--- config.mk ---
export PLATFORM = sky130hd
export DESIGN_NAME = gcm_queue
export DESIGN_NICKNAME = d
export VERILOG_FILES = /design/src/rtl/core/gcm_pkg.sv /design/src/rtl/core/gcm_queue.sv
export SDC_FILE = /design/constraint.sdc
export NUM_CORES = 1
export LEC_CHECK = 0
export BUFFER_PORTS_ARGS = -buffer_cell sky130_fd_sc_hd__buf_2
export CORE_ASPECT_RATIO = 1.75
export CORE_MARGIN = 2
export CORE_UTILIZATION = 55
export DETAILED_ROUTE_END_ITERATION = 8
export PLACE_DENSITY = 0.85
export SYNTH_ARGS = -nofsm -noshare
export SYNTH_HDL_FRONTEND = slang
export SYNTH_SLANG_ARGS = --single-unit
--- constraint.sdc ---
create_clock -name clock -period 2.8 [get_ports clock]
set_clock_uncertainty 0.1 [all_clocks]
set_input_delay 0.14 -clock clock [delete_from_list [all_inputs] [get_ports clock]]
set_output_delay 0.14 -clock clock [all_outputs]
set_load 0.01 [all_outputs]
--- src/rtl/core/gcm_pkg.sv ---
// gcm_pkg: shared types and constants for the gradient color map block
// no dependencies; used by every file under rtl/core
`timescale 1ns / 1ps
`default_nettype none
package gcm_pkg;

   // default parameter values
   localparam int MAX_STOPS_DEF     = 5;
   localparam int FRACTION_BITS_DEF = 16;
   localparam int QUEUE_DEPTH       = 4;

   // field widths
   localparam int VAL_W     = 32;
   localparam int STOP_W    = 41;
   localparam int RGB_W     = 24;
   localparam int CH_W      = 8;
   localparam int COUNT_W   = 3;
   localparam int CSR_IDX_W = 3;
   localparam int POS_LSB   = 24;

   localparam logic [RGB_W-1:0] WHITE_RGB = 24'hFFFFFF;

   // register indexes
   localparam logic [CSR_IDX_W-1:0] REG_MIN_VALUE  = 3'd0;
   localparam logic [CSR_IDX_W-1:0] REG_MAX_VALUE  = 3'd1;
   localparam logic [CSR_IDX_W-1:0] REG_STOP_COUNT = 3'd2;
   localparam logic [CSR_IDX_W-1:0] REG_STOP_BASE  = 3'd3;

   // classification of a sample by the front end
   typedef enum logic [1:0] {
      KIND_WHITE,
      KIND_FIRST,
      KIND_LAST,
      KIND_FRAC
   } kind_type;

   // handshake-free status between pipeline parts
   typedef struct packed {
      logic     valid;
      kind_type kind;
   } item_ctl_type;

endpackage
`default_nettype wire

--- src/rtl/core/gcm_queue.sv ---
// gcm_queue: small fifo between the front end and the back end
// uses gcm_pkg for its default depth
`timescale 1ns / 1ps
`default_nettype none
module gcm_queue #(
   parameter int WIDTH = 8,
   parameter int DEPTH = gcm_pkg::QUEUE_DEPTH
) (
   input  wire logic             clock,
   input  wire logic             reset,
   input  wire logic             push,
   input  wire logic [WIDTH-1:0] push_data,
   input  wire logic             pop,
   output logic [WIDTH-1:0]      pop_data,
   output logic                  empty,
   output logic                  full
);

   localparam int AW = $clog2(DEPTH);
   localparam int CW = $clog2(DEPTH + 1);

   logic [WIDTH-1:0] slot_ff [0:DEPTH-1];
   logic [AW-1:0]    wptr_ff, wptr_in, rptr_ff, rptr_in;
   logic [CW-1:0]    cnt_ff, cnt_in;
   logic             do_push, do_pop;

   assign empty   = cnt_ff == '0;
   assign full    = cnt_ff == CW'(DEPTH);
   assign do_push = push && !full;
   assign do_pop  = pop && !empty;
   assign pop_data = slot_ff[rptr_ff];

   // pointer and count update
   always_comb begin
      wptr_in = wptr_ff;
      rptr_in = rptr_ff;
      if (do_push) wptr_in = (wptr_ff == AW'(DEPTH - 1)) ? '0 : AW'(wptr_ff + 1'b1);
      if (do_pop)  rptr_in = (rptr_ff == AW'(DEPTH - 1)) ? '0 : AW'(rptr_ff + 1'b1);
      cnt_in = CW'(cnt_ff + CW'(do_push) - CW'(do_pop));
   end

   always_ff @(posedge clock) begin
      if (reset) begin
         wptr_ff <= '0;
         rptr_ff <= '0;
         cnt_ff  <= '0;
      end else begin
         wptr_ff <= wptr_in;
         rptr_ff <= rptr_in;
         cnt_ff  <= cnt_in;
      end
   end

   // storage
   always_ff @(posedge clock) begin
      if (do_push) slot_ff[wptr_ff] <= push_data;
   end

endmodule
`default_nettype wire

==> flow_metrics.env <==
export IMPL_ys_async_sr_fraction=0
export IMPL_fillers=200
export IMPL_rr_worst_depth=10
export IMPL_timing_slew_headroom=0.651
export IMPL_seq_area_frac_synth=0.697
export IMPL_htree_levels=2
export IMPL_final_util=0.666
export IMPL_port_buffers=21
export IMPL_post_route_drc_count=0
export IMPL_synthAdderAreaFrac=0.0657
export IMPL_synth_compound_area_share=0.0229
export IMPL_grt_pass1_vias=885
export IMPL_power_mw=1.55
export IMPL_avgSynthCellArea_um2=17.8
export IMPL_syn_inst=92
export IMPL_routedWlPerCell_um=16.2
export IMPL_totalWireLength_mm=2.51
export IMPL_r2r_start="cnt_ff[2]$_SDFF_PP0_"
export IMPL_path_clk_slew_ns=0.07
export IMPL_cp_arrival_ns=2.55
export IMPL_yosys_area_share_simple=0.0573
export IMPL_synth_top_family_by_area="multiplexers"
export IMPL_drv_cap=0
export IMPL_leakage_nw=0.739
export IMPL_drt_iter0_markers=30
export IMPL_hold_path_startpoint="reset"
export IMPL_cts_root_buffer="clkbuf_8"
export IMPL_tightest_slew_ns=0.523
export IMPL_io_pins=22
export IMPL_worstHoldPathCells=2
export IMPL_synth_top_area_cell="edfxtp_1"
export IMPL_fin_tns_setup_ns=0
export IMPL_die_y_um=76.2
export IMPL_synthMuxAreaShare=0.116
export IMPL_hpwl_mm=1.74
export IMPL_grt_overflow=0
export IMPL_synthFlopType="edfxtp_1"
export IMPL_via_per_inst=5.57
export IMPL_r2r_slack_ns=0.34
export IMPL_rr_endpoint="cnt_ff[2]$_SDFF_PP0_"
export IMPL_start_util=0.566
export IMPL_peakVddDrop_v=0.000596
export IMPL_synth_xor_xnor_area_share=0.0107
export IMPL_grt_max_degree=13
export IMPL_powerDensity_nw_per_um2=805
export IMPL_crit_cells=10
export IMPL_clk_path_buf_depth=2
export IMPL_finalSetupViolations=0
export IMPL_cts_tree="done"
export IMPL_drive_gt1_frac=0.307
export IMPL_antenna_found_initial=0
export IMPL_ys_types=25
export IMPL_first_pass_iters=4
export IMPL_start_kind="flop"
export IMPL_synth_seq_cells=41
export IMPL_numCtsBuffers=5
export IMPL_critPathKind="flop to flop"
export IMPL_cp_max_fo=9
export IMPL_critPathRequiredTime_ns=2.89
export IMPL_clkLatencyLatePin_ns=0.29
export IMPL_worst_setup_path_end_kind="flop"
export IMPL_min_to="cnt_ff[2]$_SDFF_PP0_"
export IMPL_period_minus_slack_ns=2.46
export IMPL_final_cell_area_um2=1930
export IMPL_netlist_area_um2=1640
export IMPL_slew_viol_final=0
export IMPL_ys_top_cells_by_area="edfxtp_1 59%, dfxtp_1 11%, mux4_2 11%, ha_1 5.3%, inv_1 1.8%"
export IMPL_cts_resized=0
export IMPL_slowest_delay_ns=0.48
export IMPL_synthTopCellsByCount="32 x edfxtp_1, 9 x dfxtp_1, 8 x inv_1, 8 x mux4_2, 7 x ha_1"
export IMPL_dieArea_um2=3450
export IMPL_yosysMostFrequentCell="edfxtp_1"
export IMPL_antenna_cells=0
export IMPL_post_dp_cell_area_um2=1770
export IMPL_num_rows=26
export IMPL_slowest_stage="or3b_1"
export IMPL_yosys_area_top_type_share=0.587
export IMPL_yosys_warnings=0
export IMPL_grt_usage=0.172
export IMPL_finalCritPeriodShare=0.877
export IMPL_hold_class="input port to flop"
export IMPL_hold_viol=0
export IMPL_synthesis_nets=112
export IMPL_crit_path_cell_trace="or3b_1 > and2_4 > inv_1 > ha_1 > inv_1 > ha_1 > fa_1 > xnor2_1 > xnor2_1 > nor2_1"
export IMPL_maxClockFrequency_mhz=407
export IMPL_syn_to_final_growth_pct=17.8
export IMPL_cp_top_family="simple AND/OR/NAND/NOR gates"
export IMPL_grt_pass1_wl_mm=4.02
export IMPL_final_nets=146
export IMPL_cts_sinks=41
export IMPL_path_buf_inv=2
export IMPL_die_x_um=45.3
export IMPL_rsz0062_at_grt="no"
export IMPL_gp_congestion=0.620
export IMPL_status="complete, no violations"
export IMPL_antenna_left=0
export IMPL_synth_edf_count=32
export IMPL_coreArea_um2=2900
export IMPL_vias=864
report_power, final:
part / total, mW / leakage, nW / switching [mW] / internal (mW)
sequential: 0.806 / 0.367 / 0.0635 / 0.742
combinational: 0.384 / 0.333 / 0.177 / 0.207
clock: 0.362 / 0.0385 / 0.186 / 0.176
total: 1.55 / 0.739 / 0.427 / 1.13
final cells by class:
type | count | area, um^2 | area share
clock inverters | 1 | 7.51 | 0.00389
well taps | 28 | 35.0 | 0.0182
repair buffers | 30 | 193 | 0.0999
multi-input cells | 40 | 447 | 0.232
inverters | 8 | 30.0 | 0.0156
clock buffers | 7 | 76.3 | 0.0396
flip-flops and latches | 41 | 1140 | 0.591
metrics by stage:
step	worst slack (ns)	cells	hold WS (ns)
after CTS	0.326	155	0.0216
after detailed placement	0.349	139	0.261
after global routing	0.195	155	0.0261
after global placement	0.447	139	0.250
after floorplan	0.514	92	0.109
final	0.344	155	0.0188
cells in the final DEF, fill, tap and decap left out, types with 3 or more instances in the layout:
| master | count |
|---|---|
| dlygate4sd3_1 | 8 |
| mux4_2 | 8 |
| clkbuf_8 | 5 |
| edfxtp_1 | 32 |
| and3_1 | 3 |
| buf_2 | 21 |
| inv_1 | 8 |
| dfxtp_1 | 9 |
| ha_1 | 7 |
per-layer routing:
layer / part of all wire / vias to the layer above / global-route usage
met3: 0.046 / 6 / 0.0592
met1: 0.38 / 418 / 0.185
met2: 0.54 / 29 / 0.283
met4: 0.027 / 0 / 0.0882
met5: 0 / - / 0
li1: - / 411 / -
registers in the layout, summed over array words and instances (netlist names), named ones only:
signal,count
wptr_ff,2
rptr_ff,2
slot_ff,32
cnt_ff,3
cell families after synthesis:
logic type / count (synthesis)
mux: 9
flops: 41
simple gates: 16
buf+inv: 11
compound gates: 5
xor+xnor: 2
fa+ha+maj: 8
what timing repair did:
| action | in CTS | in global routing |
|---|---|---|
| buffers inserted | 0 | 0 |
| hold buffers | 8 | 0 |
| endpoints found under the hold margin | 32 | 0 |
how the worst max path moves through the flow:
stage / from / to
final: cnt_ff[2]$_SDFF_PP0_ / cnt_ff[2]$_SDFF_PP0_
after global routing: cnt_ff[2]$_SDFF_PP0_ / cnt_ff[2]$_SDFF_PP0_
after CTS: cnt_ff[2]$_SDFF_PP0_ / cnt_ff[2]$_SDFF_PP0_
after detailed placement: cnt_ff[2]$_SDFF_PP0_ / cnt_ff[2]$_SDFF_PP0_
after global placement: cnt_ff[2]$_SDFF_PP0_ / cnt_ff[2]$_SDFF_PP0_
after floorplan: cnt_ff[2]$_SDFF_PP0_ / cnt_ff[2]$_SDFF_PP0_
No activity file was read; power rests on OpenSTA's default activity.
