===== src/rtl/core/gcm_pkg.sv =====
// gcm_pkg: shared types and constants for the gradient color map block
// no dependencies; used by every file under rtl/core
`timescale 1ns / 1ps
`default_nettype none
package gcm_pkg;

   // default parameter values
   localparam int MAX_STOPS_DEF     = 5;
   localparam int FRACTION_BITS_DEF = 16;
   localparam int QUEUE_DEPTH       = 4;

   // field widths
   localparam int VAL_W     = 32;
   localparam int STOP_W    = 41;
   localparam int RGB_W     = 24;
   localparam int CH_W      = 8;
   localparam int COUNT_W   = 3;
   localparam int CSR_IDX_W = 3;
   localparam int POS_LSB   = 24;

   localparam logic [RGB_W-1:0] WHITE_RGB = 24'hFFFFFF;

   // register indexes
   localparam logic [CSR_IDX_W-1:0] REG_MIN_VALUE  = 3'd0;
   localparam logic [CSR_IDX_W-1:0] REG_MAX_VALUE  = 3'd1;
   localparam logic [CSR_IDX_W-1:0] REG_STOP_COUNT = 3'd2;
   localparam logic [CSR_IDX_W-1:0] REG_STOP_BASE  = 3'd3;

   // classification of a sample by the front end
   typedef enum logic [1:0] {
      KIND_WHITE,
      KIND_FIRST,
      KIND_LAST,
      KIND_FRAC
   } kind_type;

   // handshake-free status between pipeline parts
   typedef struct packed {
      logic     valid;
      kind_type kind;
   } item_ctl_type;

endpackage
`default_nettype wire


===== src/rtl/core/gcm_front.sv =====
// gcm_front: normalizes a sample against min/max, classifies it and
// computes the fraction with a one-bit-per-stage divider; uses gcm_pkg
`timescale 1ns / 1ps
`default_nettype none
module gcm_front #(
   parameter int FRACTION_BITS = gcm_pkg::FRACTION_BITS_DEF
) (
   input  wire logic                          clock,
   input  wire logic                          reset,
   input  wire logic                          in_valid,
   input  wire logic [gcm_pkg::VAL_W-1:0]     sample_value,
   input  wire logic [gcm_pkg::VAL_W-1:0]     min_value,
   input  wire logic [gcm_pkg::VAL_W-1:0]     max_value,
   input  wire logic                          count_zero,
   output gcm_pkg::item_ctl_type              out_ctl,
   output logic [FRACTION_BITS-1:0]           out_frac
);

   localparam int F  = FRACTION_BITS;
   localparam int DW = gcm_pkg::VAL_W + 1;

   logic signed [DW-1:0] n_w, d_w;
   logic [DW-1:0]        an_w, ad_w;
   gcm_pkg::kind_type    kind_w;

   logic              vld_ff  [0:F];
   gcm_pkg::kind_type kind_ff [0:F];
   logic [DW-1:0]     rem_ff  [0:F];
   logic [DW-1:0]     ad_ff   [0:F];
   logic [F-1:0]      q_ff    [0:F];

   logic [DW:0]   sh_w   [0:F-1];
   logic          ge_w   [0:F-1];
   logic [DW-1:0] rem_in [0:F-1];

   // difference against min and span, with classification
   always_comb begin
      n_w  = $signed({sample_value[gcm_pkg::VAL_W-1], sample_value})
           - $signed({min_value[gcm_pkg::VAL_W-1], min_value});
      d_w  = $signed({max_value[gcm_pkg::VAL_W-1], max_value})
           - $signed({min_value[gcm_pkg::VAL_W-1], min_value});
      an_w = n_w[DW-1] ? DW'(-n_w) : DW'(n_w);
      ad_w = d_w[DW-1] ? DW'(-d_w) : DW'(d_w);
      if (count_zero) begin
         kind_w = gcm_pkg::KIND_WHITE;
      end else if (d_w == '0) begin
         if (n_w > 0) kind_w = gcm_pkg::KIND_LAST;
         else if (n_w < 0) kind_w = gcm_pkg::KIND_FIRST;
         else kind_w = gcm_pkg::KIND_WHITE;
      end else if (n_w == '0 || (n_w[DW-1] != d_w[DW-1])) begin
         kind_w = gcm_pkg::KIND_FIRST;
      end else if (an_w >= ad_w) begin
         kind_w = gcm_pkg::KIND_LAST;
      end else begin
         kind_w = gcm_pkg::KIND_FRAC;
      end
   end

   // restoring divider step per stage
   always_comb begin
      for (int i = 0; i < F; i++) begin
         sh_w[i]   = {rem_ff[i], 1'b0};
         ge_w[i]   = sh_w[i] >= {1'b0, ad_ff[i]};
         rem_in[i] = ge_w[i] ? DW'(sh_w[i] - {1'b0, ad_ff[i]}) : sh_w[i][DW-1:0];
      end
   end

   // valid chain
   always_ff @(posedge clock) begin
      if (reset) begin
         for (int i = 0; i <= F; i++) vld_ff[i] <= 1'b0;
      end else begin
         vld_ff[0] <= in_valid;
         for (int i = 1; i <= F; i++) vld_ff[i] <= vld_ff[i-1];
      end
   end

   // payload chain
   always_ff @(posedge clock) begin
      kind_ff[0] <= kind_w;
      rem_ff[0]  <= an_w;
      ad_ff[0]   <= ad_w;
      q_ff[0]    <= '0;
      for (int i = 1; i <= F; i++) begin
         kind_ff[i] <= kind_ff[i-1];
         rem_ff[i]  <= rem_in[i-1];
         ad_ff[i]   <= ad_ff[i-1];
         q_ff[i]    <= {q_ff[i-1][F-2:0], ge_w[i-1]};
      end
   end

   assign out_ctl.valid = vld_ff[F];
   assign out_ctl.kind  = kind_ff[F];
   assign out_frac      = q_ff[F];

endmodule
`default_nettype wire


===== config.mk =====
export PLATFORM = sky130hd
export DESIGN_NAME = gcm_front
export DESIGN_NICKNAME = d
export VERILOG_FILES = /design/src/rtl/core/gcm_pkg.sv /design/src/rtl/core/gcm_front.sv
export SDC_FILE = /design/constraint.sdc
export NUM_CORES = 2
export LEC_CHECK = 0
export BUFFER_PORTS_ARGS = -buffer_cell sky130_fd_sc_hd__buf_2
export CORE_AREA = 2 2 334 369
export CTS_BUF_LIST = sky130_fd_sc_hd__clkbuf_4 sky130_fd_sc_hd__clkbuf_8 sky130_fd_sc_hd__clkbuf_16
export CTS_CLUSTER_SIZE = 16
export DETAILED_ROUTE_END_ITERATION = 10
export DIE_AREA = 0 0 336 371
export PLACE_DENSITY = 0.82
export SLEW_MARGIN = 40
export SYNTH_ARGS = -nofsm -noshare
export SYNTH_HDL_FRONTEND = slang
export SYNTH_SLANG_ARGS = --single-unit

===== constraint.sdc =====
create_clock -name clock -period 5.1 [get_ports clock]
set_input_delay 0.51 -clock clock [delete_from_list [all_inputs] [get_ports clock]]
set_output_delay 0.51 -clock clock [all_outputs]
set_load 0.02 [all_outputs]

==> impl_metrics.toml <==
[critical_path]
crit_type = "primary input to register"
path_common_cell = "buf_4"
path_max_fanout = 6
crit_required_ps = 5770
path_buf_inv = 7
slowest_delay_ps = 340
worst_ep_arrival_time_ps = 5630
cp-start-kind = "primary input"
reg2reg_from = "ad_ff[0][101]"
startpoint = "min_value[2]"
critPathTopFamily = "compound AO/OA/AOI/OAI gates"
crit_slowest_cell = "a221o_1"
critPathCaptureType = "register"

[global_routing]
grt_pass1_vias = 51730
grt_max_degree = 63
antenna_found_initial = 1
track_usage_pct = 24.82
grt_pass1_wl_microns = 249100
grt_overflow_total = 0

[placement]
place_congestion = 1.003
io_buffers = 118
place_area_sq_um = 67850
dp_hpwl_microns = 125800
pre_cts_ws_ps = -845.9

[timing]
setup_ws_ps = 139.1
hold_slack_ps = 156.3
worst_pin_slew_ps = 847.3
fmax_mhz = 201.6
finalSetupViolCount = 0
min_period_ps = 4961
finalCritPeriodShare_pct = 97.27
hold_viol_final = 0
drv_slew = 0
clock-skew-final_ps = 33.46
slew_headroom_pct = 43.17

[yosys]
synth_area_per_cell_sq_um = 9.011
async_reset_ff_share_pct = 0
ys_ff_latch = 1243
synth_top_area_cell = "dfxtp_1"
ys_types = 95
synthFlopType = "dfxtp_1"
syn-num-nets = 7689
synth.area.top_cells = "dfxtp_1 (40%), ha_1 (13%), xnor2_1 (4.8%)"
synth_top_area_share_pct = 39.76
synth_edf_count = 0
syn_inst = 6946
netlist_area_sq_um = 62590
synth_most_common_cell = "dfxtp_1"
synth_commonest_cells = "dfxtp_1 (1,243), inv_1 (739), ha_1 (626)"
ys_seq_area_share_pct = 39.76
yosys_warnings = 0

[cts]
clk_pin_slew_ps = 60
cts_tree = "yes"
cts_root_buf = "clkbuf_16"
cts_buffers = 117
clkSinkCount = 1243
clk_path_buf_depth = 3
htree_levels = 3
clkLatencyLatePin_ps = 720

[min_path]
min_path_type = "primary input to register"
hold_path.startpoint = "reset"

[layout]
final_layout_size_suffix_gt1_share_pct = 13.35
finalNetCount = 8197
final_cell_area_sq_um = 72300
final_util_pct = 59.81
syn_to_final_growth_pct = 15.51

[die]
die_y_microns = 371
die_area_sq_um = 124700
start_util_pct = 51.78
die_x_microns = 336
ios = 119
coreArea_sq_um = 120900
row_count = 134

[detailed_routing]
wl_met3_microns = 5099
drc = 0
met1_length_microns = 52480
wire_per_inst_microns = 17.19
dr_total_vias = 50350
drt_iter0_markers = 2117
routed.top_layer = "met4"
met2_length_microns = 84670
ant_nets = 0
vias_per_cell = 5.483
wl_microns = 157800
firstDrtPassIters = 7

[outcome]
outcome = "finished, final reports clean"

[job]
maxCapViolCount = 0
==> kinds of logic (layout without fill, tap and decap cells) <==
| kind of cell | Yosys count | after routing | share of synthesized area (%) |
|---|---|---|---|
| compound gates | 1885 | 1885 | 19.02 |
| simple gates | 1630 | 1630 | 12.78 |
| other cells | 0 | 1 | 0 |
| fa+ha+maj | 643 | 643 | 13.06 |
| mux | 162 | 162 | 2.899 |
| flops | 1243 | 1243 | 39.76 |
| xor+xnor | 517 | 517 | 7.234 |
| buf+inv | 866 | 1471 | 5.249 |
==> registers in the layout, indices dropped and copies added (netlist names) <==
signal,cells
ad_ff,528
kind_ff,34
vld_ff,17
q_ff,136
rem_ff,528
==> cell type report <==
cell class              count  area (sq um)
fillers                 10130         48590
clock inverters            52         646.9
well taps                1632          2042
multi-input cells        4837         34750
repair buffers            515          3692
diodes                      1         2.502
inverters                 740          2778
clock buffers             164          3501
flip-flops and latches   1243         24880
==> per-layer routing <==
metal | track usage, % | vias to the layer above
met3 | 3.142 | 624
met5 | 0 | -
met1 | 21.00 | 23290
met4 | 22.42 | 0
li1 | - | 25180
met2 | 49.55 | 1269
==> worst paths after layout <==
path / end / slack (ps) / depth (start not counted)
worst min-delay path: vld_ff[0][16] / 160 / 2
worst max register to register: rem_ff[0][152] / 810 / 14
worst min register to register: q_ff[12][6] / 320 / 0
worst max-delay path: kind_ff[0][0] / 140 / 28
==> worst reg2reg max path: stages (launching register included) <==
cell and delay (ps):
dfxtp_1 330, inv_1 50, ha_1 370, nor2b_1 170, o31a_1 260, o21ai_0 160
nand2b_1 150, a41oi_1 500, or4_1 260, a31oi_1 240, a31o_2 360, o21ai_4 520
buf_4 320, nand2_1 70, o21ai_1 370
==> metrics by stage <==
step	setup TNS, ps	instances
after floorplan	0	6946
after global placement	-961.9	8956
after detailed placement	-845.9	8956
after CTS	0	9174
after global routing	-52.47	9183
final	0	9184
==> cells in the final DEF (no fill, tap or decap), types with 99 or more instances in the layout <==
cell | netlist | layout
dfxtp_1 | 1243 | 1243
inv_1 | 739 | 739
ha_1 | 626 | 624
a21oi_1 | 582 | 578
nor2_1 | 440 | 439
nand2_1 | 431 | 431
o21ai_0 | 424 | 421
buf_4 | 4 | 385
xnor2_1 | 340 | 338
a21o_1 | 275 | 275
xor2_1 | 177 | 174
mux2_2 | 154 | 154
clkbuf_16 | 0 | 121
buf_2 | 16 | 118
nor2b_1 | 116 | 114
nor3_1 | 103 | 100
nand2b_1 | 99 | 99
==> what timing repair did <==
item                                   4_1_cts  5_1_grt
cloned                                       0        0
pin swaps                                    2        9
hold buffers                                 2        0
buffers inserted                             0        9
resized for setup                            2       33
setup endpoints to repair                    1        1
endpoints found under the hold margin        2        0
Power is not shown: default switching activity piles up to over one toggle a cycle in this logic, so the estimate is an artifact.
