[config.mk]
export PLATFORM = sky130hd
export DESIGN_NAME = gcm_back
export DESIGN_NICKNAME = d
export VERILOG_FILES = /design/src/rtl/core/gcm_pkg.sv /design/src/rtl/core/gcm_back.sv
export SDC_FILE = /design/constraint.sdc
export NUM_CORES = 2
export LEC_CHECK = 0
export ABC_CLOCK_PERIOD_IN_PS = 22700
export BUFFER_PORTS_ARGS = -buffer_cell sky130_fd_sc_hd__buf_2
export CORE_AREA = 2 2 383 385
export DETAILED_ROUTE_END_ITERATION = 6
export DIE_AREA = 0 0 385 387
export PLACE_DENSITY = 0.81
export SYNTH_ARGS = -nofsm -noshare
export SYNTH_HDL_FRONTEND = slang
export SYNTH_SLANG_ARGS = --single-unit
[constraint.sdc]
create_clock -name clock -period 22.7 [get_ports clock]
set_clock_uncertainty 0.1 [all_clocks]
set_input_delay 1.135 -clock clock [delete_from_list [all_inputs] [get_ports clock]]
set_output_delay 1.135 -clock clock [all_outputs]
set_load 0.02 [all_outputs]
[src/rtl/core/gcm_pkg.sv]
// gcm_pkg: shared types and constants for the gradient color map block
// no dependencies; used by every file under rtl/core
`timescale 1ns / 1ps
`default_nettype none
package gcm_pkg;

   // default parameter values
   localparam int MAX_STOPS_DEF     = 5;
   localparam int FRACTION_BITS_DEF = 16;
   localparam int QUEUE_DEPTH       = 4;

   // field widths
   localparam int VAL_W     = 32;
   localparam int STOP_W    = 41;
   localparam int RGB_W     = 24;
   localparam int CH_W      = 8;
   localparam int COUNT_W   = 3;
   localparam int CSR_IDX_W = 3;
   localparam int POS_LSB   = 24;

   localparam logic [RGB_W-1:0] WHITE_RGB = 24'hFFFFFF;

   // register indexes
   localparam logic [CSR_IDX_W-1:0] REG_MIN_VALUE  = 3'd0;
   localparam logic [CSR_IDX_W-1:0] REG_MAX_VALUE  = 3'd1;
   localparam logic [CSR_IDX_W-1:0] REG_STOP_COUNT = 3'd2;
   localparam logic [CSR_IDX_W-1:0] REG_STOP_BASE  = 3'd3;

   // classification of a sample by the front end
   typedef enum logic [1:0] {
      KIND_WHITE,
      KIND_FIRST,
      KIND_LAST,
      KIND_FRAC
   } kind_type;

   // handshake-free status between pipeline parts
   typedef struct packed {
      logic     valid;
      kind_type kind;
   } item_ctl_type;

endpackage
`default_nettype wire

[src/rtl/core/gcm_back.sv]
// gcm_back: segment search, channel products and pipelined channel division
// uses gcm_pkg
`timescale 1ns / 1ps
`default_nettype none
module gcm_back #(
   parameter int MAX_STOPS     = gcm_pkg::MAX_STOPS_DEF,
   parameter int FRACTION_BITS = gcm_pkg::FRACTION_BITS_DEF
) (
   input  wire logic                           clock,
   input  wire logic                           reset,
   input  wire gcm_pkg::item_ctl_type          in_ctl,
   input  wire logic [FRACTION_BITS-1:0]       in_frac,
   input  wire logic [gcm_pkg::STOP_W-1:0]     stops [0:MAX_STOPS-1],
   input  wire logic [gcm_pkg::COUNT_W-1:0]    stop_count,
   output logic                                out_valid,
   output logic [gcm_pkg::RGB_W-1:0]           out_rgb,
   output logic                                out_default
);

   localparam int PW = FRACTION_BITS + 1;
   localparam int SW = (MAX_STOPS > 1) ? $clog2(MAX_STOPS) : 1;
   localparam int CH = gcm_pkg::CH_W;
   localparam int NW = CH + PW;
   localparam int DS = CH;

   // segment search
   logic [PW-1:0]              pos_w [0:MAX_STOPS-1];
   logic [PW-1:0]              frac_w;
   logic [SW-1:0]              sel_w, last_w;
   logic                       hit_w;
   logic [gcm_pkg::RGB_W-1:0]  c0_w, c1_w, dir_rgb_w;
   logic [PW-1:0]              span_w;
   logic                       direct_w, dflt_w;

   always_comb begin
      frac_w = PW'(in_frac);
      for (int i = 0; i < MAX_STOPS; i++) begin
         pos_w[i] = PW'(stops[i] >> gcm_pkg::POS_LSB);
      end
      sel_w = '0;
      hit_w = 1'b0;
      for (int i = MAX_STOPS - 2; i >= 0; i--) begin
         if ((i + 1) < int'(stop_count) && frac_w >= pos_w[i] && frac_w <= pos_w[i+1]) begin
            sel_w = SW'(i);
            hit_w = 1'b1;
         end
      end
      last_w = SW'(stop_count - 1'b1);
      c0_w   = stops[sel_w][gcm_pkg::RGB_W-1:0];
      c1_w   = stops[SW'(sel_w + 1'b1)][gcm_pkg::RGB_W-1:0];
      span_w = pos_w[SW'(sel_w + 1'b1)] - pos_w[sel_w];
      direct_w  = 1'b1;
      dflt_w    = 1'b0;
      dir_rgb_w = gcm_pkg::WHITE_RGB;
      case (in_ctl.kind)
         gcm_pkg::KIND_WHITE: begin
            dflt_w = 1'b1;
         end
         gcm_pkg::KIND_FIRST: begin
            dir_rgb_w = stops[0][gcm_pkg::RGB_W-1:0];
         end
         gcm_pkg::KIND_LAST: begin
            dir_rgb_w = stops[last_w][gcm_pkg::RGB_W-1:0];
         end
         gcm_pkg::KIND_FRAC: begin
            if (!hit_w) begin
               dflt_w = 1'b1;
            end else if (span_w == '0) begin
               dir_rgb_w = c0_w;
            end else begin
               direct_w = 1'b0;
            end
         end
         default: begin
            dflt_w = 1'b1;
         end
      endcase
   end

   // search stage registers
   logic                      s1_vld_ff;
   logic                      s1_direct_ff, s1_dflt_ff;
   logic [gcm_pkg::RGB_W-1:0] s1_rgb_ff, s1_c0_ff, s1_c1_ff;
   logic [PW-1:0]             s1_w0_ff, s1_w1_ff, s1_span_ff;

   always_ff @(posedge clock) begin
      s1_direct_ff <= direct_w;
      s1_dflt_ff   <= dflt_w;
      s1_rgb_ff    <= dir_rgb_w;
      s1_c0_ff     <= c0_w;
      s1_c1_ff     <= c1_w;
      s1_w0_ff     <= pos_w[SW'(sel_w + 1'b1)] - frac_w;
      s1_w1_ff     <= frac_w - pos_w[sel_w];
      s1_span_ff   <= (span_w == '0) ? PW'(1) : span_w;
   end

   // weighted sums per channel
   logic [NW-1:0] num_w [0:2];

   always_comb begin
      for (int c = 0; c < 3; c++) begin
         num_w[c] = NW'(NW'(s1_c0_ff[c*CH +: CH]) * NW'(s1_w0_ff))
                  + NW'(NW'(s1_c1_ff[c*CH +: CH]) * NW'(s1_w1_ff));
      end
   end

   // division pipeline: stage 0 holds the sums, one quotient bit per stage
   logic                      dv_vld_ff    [0:DS];
   logic                      dv_direct_ff [0:DS];
   logic                      dv_dflt_ff   [0:DS];
   logic [gcm_pkg::RGB_W-1:0] dv_rgb_ff    [0:DS];
   logic [PW-1:0]             dv_span_ff   [0:DS];
   logic [NW-1:0]             dv_rem_ff    [0:DS][0:2];
   logic [CH-1:0]             dv_q_ff      [0:DS][0:2];

   logic [NW-1:0] dvs_w  [0:DS-1];
   logic          ge_w   [0:DS-1][0:2];
   logic [NW-1:0] rem_in [0:DS-1][0:2];

   always_comb begin
      for (int j = 0; j < DS; j++) begin
         dvs_w[j] = NW'(dv_span_ff[j]) << (DS - 1 - j);
         for (int c = 0; c < 3; c++) begin
            ge_w[j][c]   = dv_rem_ff[j][c] >= dvs_w[j];
            rem_in[j][c] = ge_w[j][c] ? NW'(dv_rem_ff[j][c] - dvs_w[j]) : dv_rem_ff[j][c];
         end
      end
   end

   // valid chain
   always_ff @(posedge clock) begin
      if (reset) begin
         s1_vld_ff <= 1'b0;
         for (int j = 0; j <= DS; j++) dv_vld_ff[j] <= 1'b0;
         out_valid <= 1'b0;
      end else begin
         s1_vld_ff    <= in_ctl.valid;
         dv_vld_ff[0] <= s1_vld_ff;
         for (int j = 1; j <= DS; j++) dv_vld_ff[j] <= dv_vld_ff[j-1];
         out_valid <= dv_vld_ff[DS];
      end
   end

   // payload chain
   always_ff @(posedge clock) begin
      dv_direct_ff[0] <= s1_direct_ff;
      dv_dflt_ff[0]   <= s1_dflt_ff;
      dv_rgb_ff[0]    <= s1_rgb_ff;
      dv_span_ff[0]   <= s1_span_ff;
      for (int c = 0; c < 3; c++) begin
         dv_rem_ff[0][c] <= num_w[c];
         dv_q_ff[0][c]   <= '0;
      end
      for (int j = 1; j <= DS; j++) begin
         dv_direct_ff[j] <= dv_direct_ff[j-1];
         dv_dflt_ff[j]   <= dv_dflt_ff[j-1];
         dv_rgb_ff[j]    <= dv_rgb_ff[j-1];
         dv_span_ff[j]   <= dv_span_ff[j-1];
         for (int c = 0; c < 3; c++) begin
            dv_rem_ff[j][c] <= rem_in[j-1][c];
            dv_q_ff[j][c]   <= {dv_q_ff[j-1][c][CH-2:0], ge_w[j-1][c]};
         end
      end
      out_default <= dv_dflt_ff[DS];
      out_rgb     <= dv_direct_ff[DS] ? dv_rgb_ff[DS]
                   : {dv_q_ff[DS][2], dv_q_ff[DS][1], dv_q_ff[DS][0]};
   end

endmodule
`default_nettype wire

==> summary.md <==
| Metric | Value |
|---|---|
| Worst r2r dst | `dv_rem_ff[0][24]` |
| Synth Area in Compound Gates | `12.8%` |
| Maximum clock insertion buffer count | `3` |
| Post-synth EDFFs | `0` |
| WP data arrival | `10010 ps` |
| Count of pins over their slew limit | `0` |
| IO buf count | `254` |
| Final setup TNS | `0 ps` |
| Routability cong. | `1.09` |
| DR vias | `65.2k` |
| Critical path startpoint category | `primary input` |
| Unrepaired setup endpoints after global routing | `false` |
| Vias in the first global route | `67.7k` |
| Final wirelength | `252 mm` |
| Post CTS Setup Buffer Count | `0` |
| Final layout net count | `10.8k` |
| Drt first pass iters | `6` |
| Hold crit path type | `reg -> reg` |
| Cts hold-fix bufs | `0` |
| Syn Inst Count | `8986` |
| H-tree levels | `3` |
| WHS Path Cells | `0` |
| Clock root cell | `clkbuf_16` |
| Row count | `140` |
| Dominant cells by area after synthesis | `dfxtp_1 30%, fa_1 17%, ha_1 12%` |
| Via density | `5.84` |
| CP peak stage delay | `740 ps` |
| Result of the run | `finished, final reports clean` |
| Most frequent cells in the layout | `1239 x dfxtp_1, 1162 x inv_1, 1124 x nand2_1` |
| Reg-to-Reg Start | `s1_c0_ff[17]` |
| CTS tree | `done` |
| Seq cells post-synth | `1239` |
| Post-cts gate resize count | `0` |
| Initial Utilization | `56.6%` |
| Synth Flop Type | `dfxtp_1` |
| Final ANT Viol Nets | `0` |
| Critical path class | `in -> reg` |
| Cell variety after synth | `98` |
| Hold EP | `dv_q_ff[8][12]` |
| Highest Clock Rate | `106 MHz` |
| Post-Syn Area | `81900 um2` |
| Leading area contributor after synthesis | `dfxtp_1` |
| Core Region | `145000 um2` |
| Simple logic cell fraction of the synthesized area | `15.2%` |
| # fillers | `11.8k` |
| Most frequent CP cell | `a21oi_1` |
| Global Route Usage Sum | `34.0%` |
| Footprint of the multi-input gates | `51700 um2` |
| Period utilization | `41.7%` |
| Seq/Total Area, Yosys | `30.3%` |
| Tmin final | `9470 ps` |
| Routed len/inst | `22.6 um` |
| TritonCTS buffer count | `120` |
| Worst hold start | `dv_q_ff[7][11]` |
| Register Area | `24800 um2` |
| CP top delay family | `compound AO/OA/AOI/OAI gates` |
| Antenna violations before repair | `37` |
| Largest family of logic cells by synthesized area | `adder cells` |
| Synthesized Nets | `10.7k` |
| Die area | `149000 um2` |
| Synth Area in Adders | `28.4%` |
| DRT iter0 DRCs | `4901` |
| Leading cell type in the layout, fill and taps excluded | `dfxtp_1` |
| R2r setup slk | `14370 ps` |
| Yosys warnings | `0` |
| Slew HR | `1.64%` |
| Xor and xnor fraction of the mapped netlist area | `4.03%` |
| Share of cells above drive strength 1 | `7.52%` |
| Hpwl dp | `200 mm` |
| Worst Tran Pin Value | `1470 ps` |
| DIE WIDTH | `385 um` |
| Setup Viol. Count Final | `0` |
| Worst-path clk slew | `70 ps` |
| Max-cap violation count | `0` |
| Die Height | `387 um` |
| CTS sink cnt | `1239` |
| Total grt overflow | `0` |
| CP Max Fanout | `104` |
| CP max stage cell | `buf_2` |
| Worst path bufs/invs | `3` |
| Worst path required time | `23240 ps` |
| # DRC | `0` |
| Largest net degree at the start of global routing | `105` |
| Endpoints failing hold | `0` |
| Async SR Flop Fraction | `0%` |
| Reg2Reg Depth | `25` |
| First-pass GRT wire length | `388 mm` |
| Avg Cell Area, Syn | `9.12 um2` |
| Clk Latency, worst-skew pair | `790 ps` |
| Synth top area share | `30.3%` |
| IO Count | `255` |
| Layout area overhead | `9.17%` |
| Worst setup EP type | `flip-flop` |
| Mux cell area share after synthesis | `2.50%` |
## Yosys cell counts (117+ instances only)
master    number
a21boi_0     125
a21o_1       123
a21oi_1      498
and2_1       318
clkbuf_1     271
dfxtp_1     1239
fa_1         688
ha_1         755
inv_1       1162
nand2_1     1124
nor2_1       483
nor3_1       117
o21ai_0      387
xnor2_1      265
## layout make-up
type,count,area share (%)
flip-flops and latches,1239,27.7
multi-input cells,6286,57.8
diodes,22,0.0616
well taps,1917,2.68
inverters,1165,4.90
clock buffers,157,3.77
clock inverters,66,1.11
repair buffers,319,1.97
## per-layer routing
| layer | vias up | GRT usage [%] | routed length [um] |
|---|---|---|---|
| met5 | - | 0 | 246 |
| met4 | 36 | 28.1 | 24600 |
| met3 | 878 | 6.07 | 17700 |
| met2 | 2842 | 55.6 | 117000 |
| met1 | 31400 | 38.6 | 92600 |
| li1 | 30000 | - | - |
## registers in the layout, summed over array words and instances (netlist names)
register	count
dv_dflt_ff	9
dv_direct_ff	9
dv_q_ff	108
dv_rem_ff	600
dv_rgb_ff	216
dv_span_ff	136
dv_vld_ff	9
out_default	1
out_rgb	24
out_valid	1
s1_c0_ff	24
s1_c1_ff	24
s1_dflt_ff	1
s1_direct_ff	1
s1_rgb_ff	24
s1_span_ff	17
s1_vld_ff	1
s1_w0_ff	17
s1_w1_ff	17
## worst max path at each step
stage,end,depth (start not counted),slack [ps],start
2_1_floorplan,s1_rgb_ff[10],31,14170,stops[155]
6_report,s1_rgb_ff[3],26,13230,stop_count[0]
5_1_grt,s1_w0_ff[15],29,12370,stop_count[0]
3_5_place_dp,s1_rgb_ff[5],26,12650,stop_count[0]
3_3_place_gp,s1_rgb_ff[22],27,12700,stop_count[0]
4_1_cts,s1_rgb_ff[5],26,13430,stop_count[0]
## kinds of logic (layout without fill, tap and decap cells)
family | after synthesis | count (layout)
flops | 1239 | 1239
compound gates | 1668 | 1668
other cells | 0 | 22
xor+xnor | 377 | 377
buf+inv | 1461 | 1707
simple gates | 2630 | 2630
fa+ha+maj | 1448 | 1448
mux | 163 | 163
## per-stage QoR
step	utilization (%)	instances	setup WS (ps)	instance area, um2	hold slack [ps]
after global placement	58.7	10900	12700	85000	210
after detailed placement	58.7	10900	12650	85000	212
final	61.7	11200	13230	89400	172
after global routing	61.7	11200	12370	89400	175
after CTS	61.7	11100	13430	89400	177
after floorplan	-	8986	14170	81900	210
Power is left out: the tool's default activity adds up to more than one toggle a clock period on the data nets, which glitch-free logic cannot reach.
